**src/hw/rtl/fcsg_pkg.sv**
```systemverilog
// Shared constants and types for the filled circle span generator.
// No dependencies; imported by filled_circle_span_generator.
`timescale 1ns / 1ps

package fcsg_pkg;

  localparam int MAX_RADIUS = 31;
  localparam int COORD_BITS = 12;

  localparam int CFG_W   = 13;
  localparam int CRD_W   = 14;
  localparam int RAD_W   = 5;
  localparam int COL_W   = 32;
  localparam int SPAN_W  = 12;
  localparam int IN_W    = 72;  // 65 bits of fields, padded to bytes
  localparam int OUT_W   = 72;  // 68 bits of fields, padded to bytes
  localparam int IDX_W   = 1;

  // wide enough for center +/- radius and the screen limits, signed
  localparam int WRK_W   = 16;
  localparam int BAL_W   = 9;

  localparam logic [IDX_W-1:0] REG_SCREEN_WIDTH  = 1'd0;
  localparam logic [IDX_W-1:0] REG_SCREEN_HEIGHT = 1'd1;

  localparam logic [CFG_W-1:0] SCREEN_WIDTH_RST  = 13'd640;
  localparam logic [CFG_W-1:0] SCREEN_HEIGHT_RST = 13'd480;

  // screen registers above 2^COORD_BITS are treated as 2^COORD_BITS
  localparam logic [CFG_W:0] SCREEN_LIM =
    (COORD_BITS >= CFG_W) ? {1'b0, {CFG_W{1'b1}}} : (CFG_W+1)'(1 << COORD_BITS);

  localparam logic [RAD_W-1:0] RAD_LIM = RAD_W'(MAX_RADIUS);

  typedef enum logic [3:0] {
    ST_IDLE  = 4'b0001,
    ST_CHECK = 4'b0010,
    ST_WALK  = 4'b0100,
    ST_FLUSH = 4'b1000
  } state_t;

  // candidate span within one walk step
  typedef enum logic [1:0] {
    PH_YPOS = 2'd0,
    PH_YNEG = 2'd1,
    PH_XPOS = 2'd2,
    PH_XNEG = 2'd3
  } phase_t;

endpackage

```
**src/hw/rtl/filled_circle_span_generator.sv**
```systemverilog
// Filled disk span generator: midpoint circle walk, span clipping, output register.
// Depends on fcsg_pkg.
`timescale 1ns / 1ps

// Usage:
//   in_*  : one disk command per transfer. tdata = center_x, center_y, radius,
//           fill_color. in_tready is high only while the block is idle.
//   out_* : one clipped horizontal span per transfer; tuser = span_valid,
//           tlast marks the final span of the command. An invisible or
//           zero-radius disk yields a single transfer with tuser = 0, tlast = 1.
//   cfg_* : register writes (0 = screen_width, 1 = screen_height), always ready;
//           write only while no command is in flight.
// Sequence: the command is taken in idle and its bounding box is tested in
//   the check state; each midpoint step then sends four candidate spans
//   through the shared clip unit, one per phase, and the flush state releases
//   the held last span. The clip unit takes a single candidate per cycle while
//   the output is not stalled. The final span is held back one visible span
//   so that tlast can be set on it.
// Stall: while an output transfer waits on out_tready the walk pauses.
// Reset: rst_n (synchronous) returns to idle and loads 640 x 480.
module filled_circle_span_generator (
  input  logic                           clk,
  input  logic                           rst_n,
  input  logic                           in_tvalid,
  output logic                           in_tready,
  // [13:0] center_x, [27:14] center_y, [32:28] radius, [64:33] fill_color
  input  logic [fcsg_pkg::IN_W-1:0]      in_tdata,
  output logic                           out_tvalid,
  input  logic                           out_tready,
  // [11:0] span_left, [23:12] span_right, [35:24] span_row, [67:36] span_color
  output logic [fcsg_pkg::OUT_W-1:0]     out_tdata,
  // [0] span_valid
  output logic                           out_tuser,
  output logic                           out_tlast,
  input  logic                           cfg_valid,
  output logic                           cfg_ready,
  input  logic [fcsg_pkg::IDX_W-1:0]     cfg_index,
  input  logic [fcsg_pkg::CFG_W-1:0]     cfg_data
);
  import fcsg_pkg::*;

  state_t                    state_r, state_nxt;
  phase_t                    phase_r, phase_nxt;
  logic [CFG_W-1:0]          scr_w_cfg_r, scr_h_cfg_r;
  logic signed [WRK_W-1:0]   cx_r, cy_r;
  logic [RAD_W-1:0]          rad_r;
  logic [COL_W-1:0]          color_r;
  logic [RAD_W-1:0]          xoff_r, xoff_nxt, yoff_r, yoff_nxt;
  logic signed [BAL_W-1:0]   bal_r, bal_nxt;
  logic                      newy_r, newy_nxt;

  logic                      pend_v_r, pend_v_nxt;
  logic [SPAN_W-1:0]         pend_l_r, pend_l_nxt, pend_rt_r, pend_rt_nxt;
  logic [SPAN_W-1:0]         pend_row_r, pend_row_nxt;

  logic                      out_v_r, out_v_nxt, out_user_r, out_user_nxt;
  logic                      out_last_r, out_last_nxt;
  logic [SPAN_W-1:0]         out_l_r, out_l_nxt, out_rt_r, out_rt_nxt;
  logic [SPAN_W-1:0]         out_row_r, out_row_nxt;
  logic [COL_W-1:0]          out_col_r, out_col_nxt;

  logic [CFG_W:0]            scr_w, scr_h;
  logic signed [WRK_W-1:0]   w_s, h_s, r_s;
  logic                      can_go, reject;

  // shared clip unit signals
  logic [RAD_W-1:0]          half, dmag;
  logic signed [WRK_W-1:0]   x1, x2, row, x1c, x2c;
  logic                      cand_en, vis;

  // step update
  logic signed [BAL_W-1:0]   bal_a;
  logic [RAD_W:0]            xnext;
  logic [RAD_W-1:0]          in_rad;

  assign cfg_ready  = 1'b1;
  assign in_tready  = (state_r == ST_IDLE);
  assign out_tvalid = out_v_r;
  assign out_tuser  = out_user_r;
  assign out_tlast  = out_last_r;
  assign out_tdata  = {(OUT_W-68)'(0), out_col_r, out_row_r, out_rt_r, out_l_r};

  assign scr_w = ({1'b0, scr_w_cfg_r} > SCREEN_LIM) ? SCREEN_LIM : {1'b0, scr_w_cfg_r};
  assign scr_h = ({1'b0, scr_h_cfg_r} > SCREEN_LIM) ? SCREEN_LIM : {1'b0, scr_h_cfg_r};
  assign w_s   = signed'(WRK_W'(scr_w));
  assign h_s   = signed'(WRK_W'(scr_h));
  assign r_s   = signed'(WRK_W'(rad_r));

  assign in_rad = (in_tdata[32:28] > RAD_LIM) ? RAD_LIM : in_tdata[32:28];

  assign can_go = !out_v_r || out_tready;

  assign reject = (rad_r == '0) || (cx_r - r_s >= w_s) || (cx_r + r_s < 0) ||
                  (cy_r - r_s >= h_s) || (cy_r + r_s < 0) || (r_s > w_s);

  // candidate selection for the current phase
  always_comb begin
    half    = xoff_r;
    dmag    = yoff_r;
    cand_en = 1'b0;
    case (phase_r)
      PH_YPOS: begin
        cand_en = newy_r;
      end
      PH_YNEG: begin
        cand_en = newy_r;
      end
      PH_XPOS: begin
        half    = yoff_r;
        dmag    = xoff_r;
        cand_en = (xoff_r != yoff_r);
      end
      PH_XNEG: begin
        half    = yoff_r;
        dmag    = xoff_r;
        cand_en = (xoff_r != yoff_r) && (xoff_r != '0);
      end
      default: begin
        cand_en = 1'b0;
      end
    endcase
  end

  assign x1  = cx_r - signed'(WRK_W'(half));
  assign x2  = cx_r + signed'(WRK_W'(half));
  assign row = (phase_r == PH_YNEG || phase_r == PH_XNEG) ?
               cy_r - signed'(WRK_W'(dmag)) : cy_r + signed'(WRK_W'(dmag));
  assign x1c = (x1 < 0) ? '0 : x1;
  assign x2c = (x2 > w_s - WRK_W'(1)) ? w_s - WRK_W'(1) : x2;
  assign vis = cand_en && (row >= 0) && (row < h_s) && (x1c < w_s) && (x2c >= 0);

  // midpoint step
  assign bal_a = bal_r + signed'({(BAL_W-RAD_W-1)'(0), xoff_r, 1'b1});
  assign xnext = {1'b0, xoff_r} + 1'b1;

  always_comb begin
    state_nxt    = state_r;
    phase_nxt    = phase_r;
    xoff_nxt     = xoff_r;
    yoff_nxt     = yoff_r;
    bal_nxt      = bal_r;
    newy_nxt     = newy_r;
    pend_v_nxt   = pend_v_r;
    pend_l_nxt   = pend_l_r;
    pend_rt_nxt  = pend_rt_r;
    pend_row_nxt = pend_row_r;
    out_v_nxt    = out_v_r && !out_tready;
    out_user_nxt = out_user_r;
    out_last_nxt = out_last_r;
    out_l_nxt    = out_l_r;
    out_rt_nxt   = out_rt_r;
    out_row_nxt  = out_row_r;
    out_col_nxt  = out_col_r;

    case (state_r)
      ST_IDLE: begin
        if (in_tvalid) begin
          pend_v_nxt = 1'b0;
          state_nxt  = ST_CHECK;
        end
      end
      ST_CHECK: begin
        phase_nxt = PH_YPOS;
        xoff_nxt  = '0;
        yoff_nxt  = rad_r;
        bal_nxt   = -signed'(BAL_W'(rad_r));
        newy_nxt  = 1'b1;
        state_nxt = reject ? ST_FLUSH : ST_WALK;
      end
      ST_WALK: begin
        if (can_go) begin
          if (vis) begin
            if (pend_v_r) begin
              out_v_nxt    = 1'b1;
              out_user_nxt = 1'b1;
              out_last_nxt = 1'b0;
              out_l_nxt    = pend_l_r;
              out_rt_nxt   = pend_rt_r;
              out_row_nxt  = pend_row_r;
              out_col_nxt  = color_r;
            end
            pend_v_nxt   = 1'b1;
            pend_l_nxt   = x1c[SPAN_W-1:0];
            pend_rt_nxt  = x2c[SPAN_W-1:0];
            pend_row_nxt = row[SPAN_W-1:0];
          end
          phase_nxt = phase_t'(phase_r + 2'd1);
          if (phase_r == PH_XNEG) begin
            xoff_nxt = xnext[RAD_W-1:0];
            if (bal_a >= 0) begin
              yoff_nxt = yoff_r - 1'b1;
              bal_nxt  = bal_a - signed'({(BAL_W-RAD_W-1)'(0), yoff_r - 1'b1, 1'b0});
              newy_nxt = 1'b1;
              if (xnext > {1'b0, yoff_r - 1'b1}) state_nxt = ST_FLUSH;
            end else begin
              bal_nxt  = bal_a;
              newy_nxt = 1'b0;
              if (xnext > {1'b0, yoff_r}) state_nxt = ST_FLUSH;
            end
          end
        end
      end
      ST_FLUSH: begin
        if (can_go) begin
          out_v_nxt    = 1'b1;
          out_last_nxt = 1'b1;
          out_user_nxt = pend_v_r;
          if (pend_v_r) begin
            out_l_nxt   = pend_l_r;
            out_rt_nxt  = pend_rt_r;
            out_row_nxt = pend_row_r;
            out_col_nxt = color_r;
          end else begin
            out_l_nxt   = '0;
            out_rt_nxt  = '0;
            out_row_nxt = '0;
            out_col_nxt = '0;
          end
          pend_v_nxt = 1'b0;
          state_nxt  = ST_IDLE;
        end
      end
      default: begin
        state_nxt = ST_IDLE;
      end
    endcase
  end

  always_ff @(posedge clk) begin
    if (!rst_n) begin
      state_r     <= ST_IDLE;
      pend_v_r    <= 1'b0;
      out_v_r     <= 1'b0;
      scr_w_cfg_r <= SCREEN_WIDTH_RST;
      scr_h_cfg_r <= SCREEN_HEIGHT_RST;
    end else begin
      state_r  <= state_nxt;
      pend_v_r <= pend_v_nxt;
      out_v_r  <= out_v_nxt;
      if (cfg_valid) begin
        case (cfg_index)
          REG_SCREEN_WIDTH:  scr_w_cfg_r <= cfg_data;
          REG_SCREEN_HEIGHT: scr_h_cfg_r <= cfg_data;
          default: begin
          end
        endcase
      end
    end
  end

  // payload, no reset
  always_ff @(posedge clk) begin
    if (state_r == ST_IDLE && in_tvalid) begin
      cx_r    <= signed'({{(WRK_W-CRD_W){in_tdata[13]}}, in_tdata[13:0]});
      cy_r    <= signed'({{(WRK_W-CRD_W){in_tdata[27]}}, in_tdata[27:14]});
      rad_r   <= in_rad;
      color_r <= in_tdata[64:33];
    end
    phase_r    <= phase_nxt;
    xoff_r     <= xoff_nxt;
    yoff_r     <= yoff_nxt;
    bal_r      <= bal_nxt;
    newy_r     <= newy_nxt;
    pend_l_r   <= pend_l_nxt;
    pend_rt_r  <= pend_rt_nxt;
    pend_row_r <= pend_row_nxt;
    out_user_r <= out_user_nxt;
    out_last_r <= out_last_nxt;
    out_l_r    <= out_l_nxt;
    out_rt_r   <= out_rt_nxt;
    out_row_r  <= out_row_nxt;
    out_col_r  <= out_col_nxt;
  end

endmodule
```
**config.mk**
```make
export PLATFORM = sky130hd
export DESIGN_NAME = filled_circle_span_generator
export DESIGN_NICKNAME = d
export VERILOG_FILES = /design/src/hw/rtl/fcsg_pkg.sv /design/src/hw/rtl/filled_circle_span_generator.sv
export SDC_FILE = /design/constraint.sdc
export NUM_CORES = 1
export LEC_CHECK = 0
export BUFFER_PORTS_ARGS = -buffer_cell sky130_fd_sc_hd__buf_4
export CORE_ASPECT_RATIO = 1.4
export CORE_MARGIN = 4
export CORE_UTILIZATION = 30
export CTS_CLUSTER_SIZE = 8
export DETAILED_ROUTE_END_ITERATION = 16
export GPL_TIMING_DRIVEN = 0
export HOLD_SLACK_MARGIN = 0.02
export PLACE_DENSITY_LB_ADDON = 0.12
export SLEW_MARGIN = 20
export SYNTH_ARGS = -nofsm -noshare
export SYNTH_HDL_FRONTEND = slang
export SYNTH_SLANG_ARGS = --single-unit
export TNS_END_PERCENT = 10
```
**constraint.sdc**
```tcl
create_clock -name clk -period 8.7 [get_ports clk]
set_input_delay 2.61 -clock clk [delete_from_list [all_inputs] [get_ports clk]]
set_output_delay 2.61 -clock clk [all_outputs]
set_load 0.02 [all_outputs]
```
After elaboration in Yosys (flattened, before gate mapping). Index checks and enable logic that the tools add are counted.

Equality and inequality tests: 17. Multiplexer cells: 78. $lt $le $gt $ge: 17. Reduce and logical (&&, ||, !) cells: 33. Bitwise operators: 1. $add $sub $neg: 15.

Operators by type and width (number): 2-to-1 mux 12 bit (15); 2-to-1 mux 32 bit (5); case mux 12 bit (2 select lines) (3); case mux 32 bit (2 select lines) (1); adder 14 x 6 -> 15 bit (4); subtractor 14 x 6 -> 15 bit (4); 2-to-1 mux 16 bit (3); less-than comparator 15 x 1 -> 1 bit (second input constant) (3); 2-to-1 mux 5 bit (7); greater-or-equal comparator 16 x 1 -> 1 bit (second input constant) (2); less-than comparator 16 x 14 -> 1 bit (2); 2-to-1 mux 4 bit (8); greater-or-equal comparator 15 x 14 -> 1 bit (2); 2-to-1 mux 9 bit (3); greater-than comparator 13 bit (second input constant) (2); 2-to-1 mux 13 bit (2); case mux 5 bit (2 select lines) (2); 2-to-1 mux 1 bit (19); case mux 9 bit (2 select lines) (1); case mux 4 bit (4 select lines) (1); greater-than comparator 15 x 14 -> 1 bit (1); inequality test 2 bit (second input constant) (7); subtractor 13 x 1 -> 14 bit (second input constant) (1); greater-than comparator 5 x 13 -> 1 bit (1); other kinds (36) (62).

Bits in registers: 225. Word-level logic and storage cells: 184.

Logic depth before layout (Yosys ltp).
Depth after elaboration: 13. Mapped depth: 25. Gate-level depth less buffers: 22.

Worst setup path after synthesis. OpenSTA, ideal clock, no wires.

Kind: reg2reg. Start point: register phase_r[1]. End point: register pend_l_r[0], enable pin. Setup slack: -62 ps. Required time: 8181 ps. Buffers on the path: 3. Cell stages (with the launch flop): 23. Arrival: 8243 ps. Period minus slack after synthesis: 8762 ps. Path through: edfxtp_1 > clkbuf_1 > buf_1 > inv_1 > ha_1 > or2_2 > clkbuf_1 > o21ai_0 > ha_1 > nor2b_1 > o31a_1 > o41a_1 > o21ai_0 > nand2b_1 > a21oi_1 > xnor2_1 > ha_1 > a21oi_1 > o21ai_0 > a32oi_1 > nand4_1 > or4_4 > nor4_1.

Word-level cells in the longest chain between the ends: 11. Elaborated cells between the ends (all ways): 28.

Ends and longest elaborated chain: from (decl) (line filled_circle_span_generator.sv:43) `phase_t phase_r, phase_nxt;`; from (signal assigned) (line filled_circle_span_generator.sv:259) `phase_r <= phase_nxt;`; equality test 2 bit, on equally long branches (line filled_circle_span_generator.sv:101, filled_circle_span_generator.sv:126); OR reduction 2 bit (no source line); 2-to-1 mux 5 bit (line filled_circle_span_generator.sv:101) `case (phase_r)`; adder 14 x 6 -> 15 bit or subtractor 14 x 6 -> 15 bit (tied branches) (line filled_circle_span_generator.sv:127) `cy_r - signed'(WRK_W'(dmag)) : cy_r + signed'(WRK_W'(dmag));`; 2-to-1 mux 16 bit * (line filled_circle_span_generator.sv:126) `assign row = (phase_r == PH_YNEG || phase_r == PH_XNEG) ?`; named net row[9] (line filled_circle_span_generator.sv:68) `logic signed [WRK_W-1:0] x1, x2, row, x1c, x2c;`; greater-or-equal comparator 16 x 1 -> 1 bit (line filled_circle_span_generator.sv:130) `assign vis = cand_en && (row >= 0) && (row < h_s) && (x1c < w_s) && (x2c >= 0);`; logical AND 1 bit (line filled_circle_span_generator.sv:130); logical AND 1 bit * (3 in series) (line filled_circle_span_generator.sv:130); AND reduction 3 bit (no source line) *; to (signal assigned) (line filled_circle_span_generator.sv:264) `pend_l_r <= pend_l_nxt;`; to (decl) (line filled_circle_span_generator.sv:53) `logic [SPAN_W-1:0] pend_l_r, pend_l_nxt, pend_rt_r, pend_rt_nxt;`.

The timed path passes the listed nets; every way through them passes the cells marked *. A chain may end at the register's enable or synchronous reset.

Final worst setup path.
Start point: register phase_r[1]. End point: register out_row_r[0], enable pin.

Word-level cells in the longest chain between the ends: 12. Elaborated cells between the ends (all ways): 29.

Ends and longest elaborated chain: equality test 2 bit, on equally long branches (line filled_circle_span_generator.sv:101, filled_circle_span_generator.sv:126); OR reduction 2 bit (no source line); 2-to-1 mux 5 bit (line filled_circle_span_generator.sv:101); adder 14 x 6 -> 15 bit or subtractor 14 x 6 -> 15 bit (tied branches) (line filled_circle_span_generator.sv:127); 2-to-1 mux 16 bit * (line filled_circle_span_generator.sv:126); named net row[10] (line filled_circle_span_generator.sv:68); greater-or-equal comparator 16 x 1 -> 1 bit (line filled_circle_span_generator.sv:130); logical AND 1 bit (line filled_circle_span_generator.sv:130); logical AND 1 bit * (3 in series) (line filled_circle_span_generator.sv:130); inequality test 2 bit (no source line) *; AND reduction 5 bit (no source line) *; to (signal assigned) (line filled_circle_span_generator.sv:271) `out_row_r <= out_row_nxt;`; to (decl) (line filled_circle_span_generator.sv:59) `logic [SPAN_W-1:0] out_row_r, out_row_nxt;`.

Marked as above.

==> results.md <==
* Status: finished, final reports clean
* Die W at 187 um
* RD Place Congestion at 0.864
* PD cells at 280 nW/um2
* Logic pwr share at 42.0%
* Setup bufs post-CTS at 0
* Clock-pin slew on the worst setup and hold paths at 0.05 ns
* Number of hold violations in the final report at 0
* Port bufs at 150
* TritonCTS clock tree: yes
* Gr usage total at 16.1%
* Post_cts resized at 0
* Final slew viol count at 0
* Drt pass-1 iters at 4
* YS warnings at 0
* Num ports at 168
* Mean area per synthesized cell at 10.6 um2
* Clock network fraction of total power at 26.1%
* Setup ws final at 1.01 ns
* Final #Nets at 1715
* Clk_lat worst skew at 0.52 ns
* Clock Path Buffers at 3
* Register area at 6440 um2
* Net Sw Frac at 37.5%
* Initial Utilization at 30.5%
* Worst min path class: reg -> reg
* CTS HTree Levels at 2
* Die Footprint at 48500 um2
* Fin Clk Skew at 0.0237 ns
* Final-layout fill cell count at 4405
* Max_cap viols at 0
* RSZ-0062 raised after global routing: no
* GRT overflow at 0
* Critical path class: reg -> reg
* Max IR drop VDD at 166 uV
* Seq cells post-synth at 225
* Synth cell types at 74
* CP peak stage delay at 0.63 ns
* Vias per inst at 4.86
* LEAKAGE at 6.57 nW
* Initial antenna violation count at 2
* Clock sinks at 225
* Netlist Area Pre-Place at 13500 um2
* First-pass GRT wire length at 60300 um
* P_int at 2.90 mW
* Post-synth EDFFs at 193
* WL final at 39800 um
* Row count at 91
* Diodes inserted at 0
* Most used cell, CP: a21oi_1
* Area added between synthesis and finish at 22.6%
* Sequential share of power at 31.9%
* Vias post-DR at 9939
* Core area at 44300 um2
* Multi-input logic area at 6670 um2
* Die Y at 259 um
* Drt drc at 0
* CP Capture Type: flop
* Setup TNS at 0 ns
* Setup crit start kind: flop
* Clock root cell: clkbuf_16
* Number of global-route vias before repair at 10100
* Share of cells above drive strength 1 at 15.5%
* Iteration-0 DRC Markers at 544
* Fraction of registers with async set/reset at 0%
* Largest fanout on the critical path at 24
* Final Setup Violations at 0
* Reported net switching power at 1.73 mW
* Max Fclk at 0.130 GHz
* Hold_buf cts at 0
* Rel. slew slack at 31.0%
* Sequential-to-total area share from yosys stat at 47.7%
* Hpwl dp at 32200 um
* Final ANT Viol Nets at 0
* Critical Path RT at 8.91 ns
* WL/cell at 19.5 um
* CTS Buf Count at 34
* Period utilization at 88.4%
* Worst-margin pin slew at 1.03 ns
* Synth Flop Type: edfxtp_1
* Slowest CP cell: xnor2_1
* Min cycle time layout at 7.69 ns
* Crit path arrival time at 7.90 ns
* Overall power at 4.63 mW
* Gate Count Post-Synth at 1274
* Pre-CTS setup slack at 1.09 ns
* Largest net degree at the start of global routing at 25
* Final core occ at 37.4%
==> state kept, by name, indices dropped and copies added, names as in the netlist, 9 cells and up <==
register     count
out_l_r         12
scr_w_cfg_r     13
pend_rt_r       12
out_row_r       12
cy_r            14
cx_r            14
color_r         32
pend_row_r      12
out_rt_r        12
bal_r            9
scr_h_cfg_r     13
out_col_r       32
pend_l_r        12
==> worst max-delay path: cells and delay by family (launching register included) <==
kind | cells | cell delay, ns
simple gates | 6 | 1.64
compound gates | 10 | 1.72
buf+inv | 7 | 1.76
xor+xnor | 2 | 0.91
flops | 1 | 0.38
fa+ha+maj | 3 | 0.91
==> Yosys cell counts (all sizes together), types with 26 or more instances <==
master | number | area [um2]
edfxtp | 193 | 5800
nor2 | 70 | 270
dfxtp | 32 | 641
nor2b | 89 | 557
xnor2 | 53 | 464
xor2 | 26 | 228
a21oi | 89 | 445
o21ai | 52 | 264
ha | 144 | 1800
inv | 60 | 225
nor3 | 26 | 141
clkbuf | 41 | 154
nand2 | 142 | 533
==> path summary, 6_finish.rpt <==
path / depth (start not counted) / start / slack, ns / to
hold reg to reg: 2 / scr_h_cfg_r[3]$_SDFFE_PN0P_ / 0.46 / scr_h_cfg_r[3]$_SDFFE_PN0P_
hold / removal: 2 / scr_h_cfg_r[3]$_SDFFE_PN0P_ / 0.46 / scr_h_cfg_r[3]$_SDFFE_PN0P_
setup reg to reg: 28 / phase_r[1]$_SDFFCE_PN0P_ / 1.01 / out_row_r[0]$_DFFE_PP_
setup / recovery: 28 / phase_r[1]$_SDFFCE_PN0P_ / 1.01 / out_row_r[0]$_DFFE_PP_
==> per-stage QoR <==
step / hold slack (ns) / instances / area (um2)
after floorplan: 0.436 / 1277 / 13500
after global placement: 0.447 / 1985 / 15300
after detailed placement: 0.452 / 1995 / 15600
after CTS: 0.459 / 2044 / 16500
after global routing: 0.483 / 2044 / 16600
final: 0.461 / 2044 / 16600
==> cell type report <==
type | instances | area share [%]
multi-input combinational | 941 | 40.3
inverter | 60 | 1.36
clock inverter | 3 | 0.219
tap | 558 | 4.22
clock buffer | 46 | 5.66
sequential | 225 | 38.9
timing repair buffer | 160 | 8.01
buffer | 51 | 1.34
==> logic make-up after synthesis <==
| logic type | after synthesis | synth area share, % |
|---|---|---|
| simple gates | 443 | 16.7 |
| mux | 17 | 1.26 |
| fa+ha+maj | 151 | 14.4 |
| buf+inv | 111 | 3.31 |
| xor+xnor | 79 | 5.13 |
| flops | 225 | 47.7 |
| other cells | 2 | 0.0556 |
| compound gates | 246 | 11.5 |
==> layer usage <==
| layer | part of all wire (%) | track usage [%] | wire length [um] | vias to the layer above |
|---|---|---|---|---|
| met3 | 3.5 | 2.37 | 1400 | 82 |
| met5 | 0.053 | 0 | 21 | - |
| met1 | 38 | 17.9 | 15200 | 4686 |
| li1 | - | - | - | 4964 |
| met4 | 4.1 | 6.60 | 1620 | 4 |
| met2 | 54 | 30.7 | 21500 | 203 |
==> cell usage in the layout (no fill, tap or decap), drive strengths merged, types with 4 or more instances in the layout <==
cell type	netlist	routed
conb	2	5
inv	60	60
a211o	4	4
and4	4	4
and3	8	8
o21a	19	19
o21ai	52	52
or3	7	7
o21bai	9	9
nor2	70	70
nor2b	89	89
nor3	26	26
nor4	10	10
a211oi	5	5
ha	144	144
nand4	9	9
o211ai	4	4
or4	4	4
or2	6	6
buf	10	170
mux2i	17	17
a31o	5	5
nand2b	20	20
nand2	142	142
clkbuf	41	87
a21oi	89	89
dfxtp	32	32
nand3	25	25
edfxtp	193	193
xor2	26	26
and2	10	10
a21o	15	15
a2111oi	4	4
fa	7	7
a31oi	7	7
xnor2	53	53
==> power groups by stage <==
stage,registers [mW],clock network (mW),logic (mW)
final,1.48,1.21,1.94
after global placement,1.52,0,1.88
after global routing,1.49,1.31,2.20
after detailed placement,1.50,0,1.96
after CTS,1.48,1.26,1.97
after floorplan,1.47,0,1.34
No activity file was read; power rests on OpenSTA's default activity.
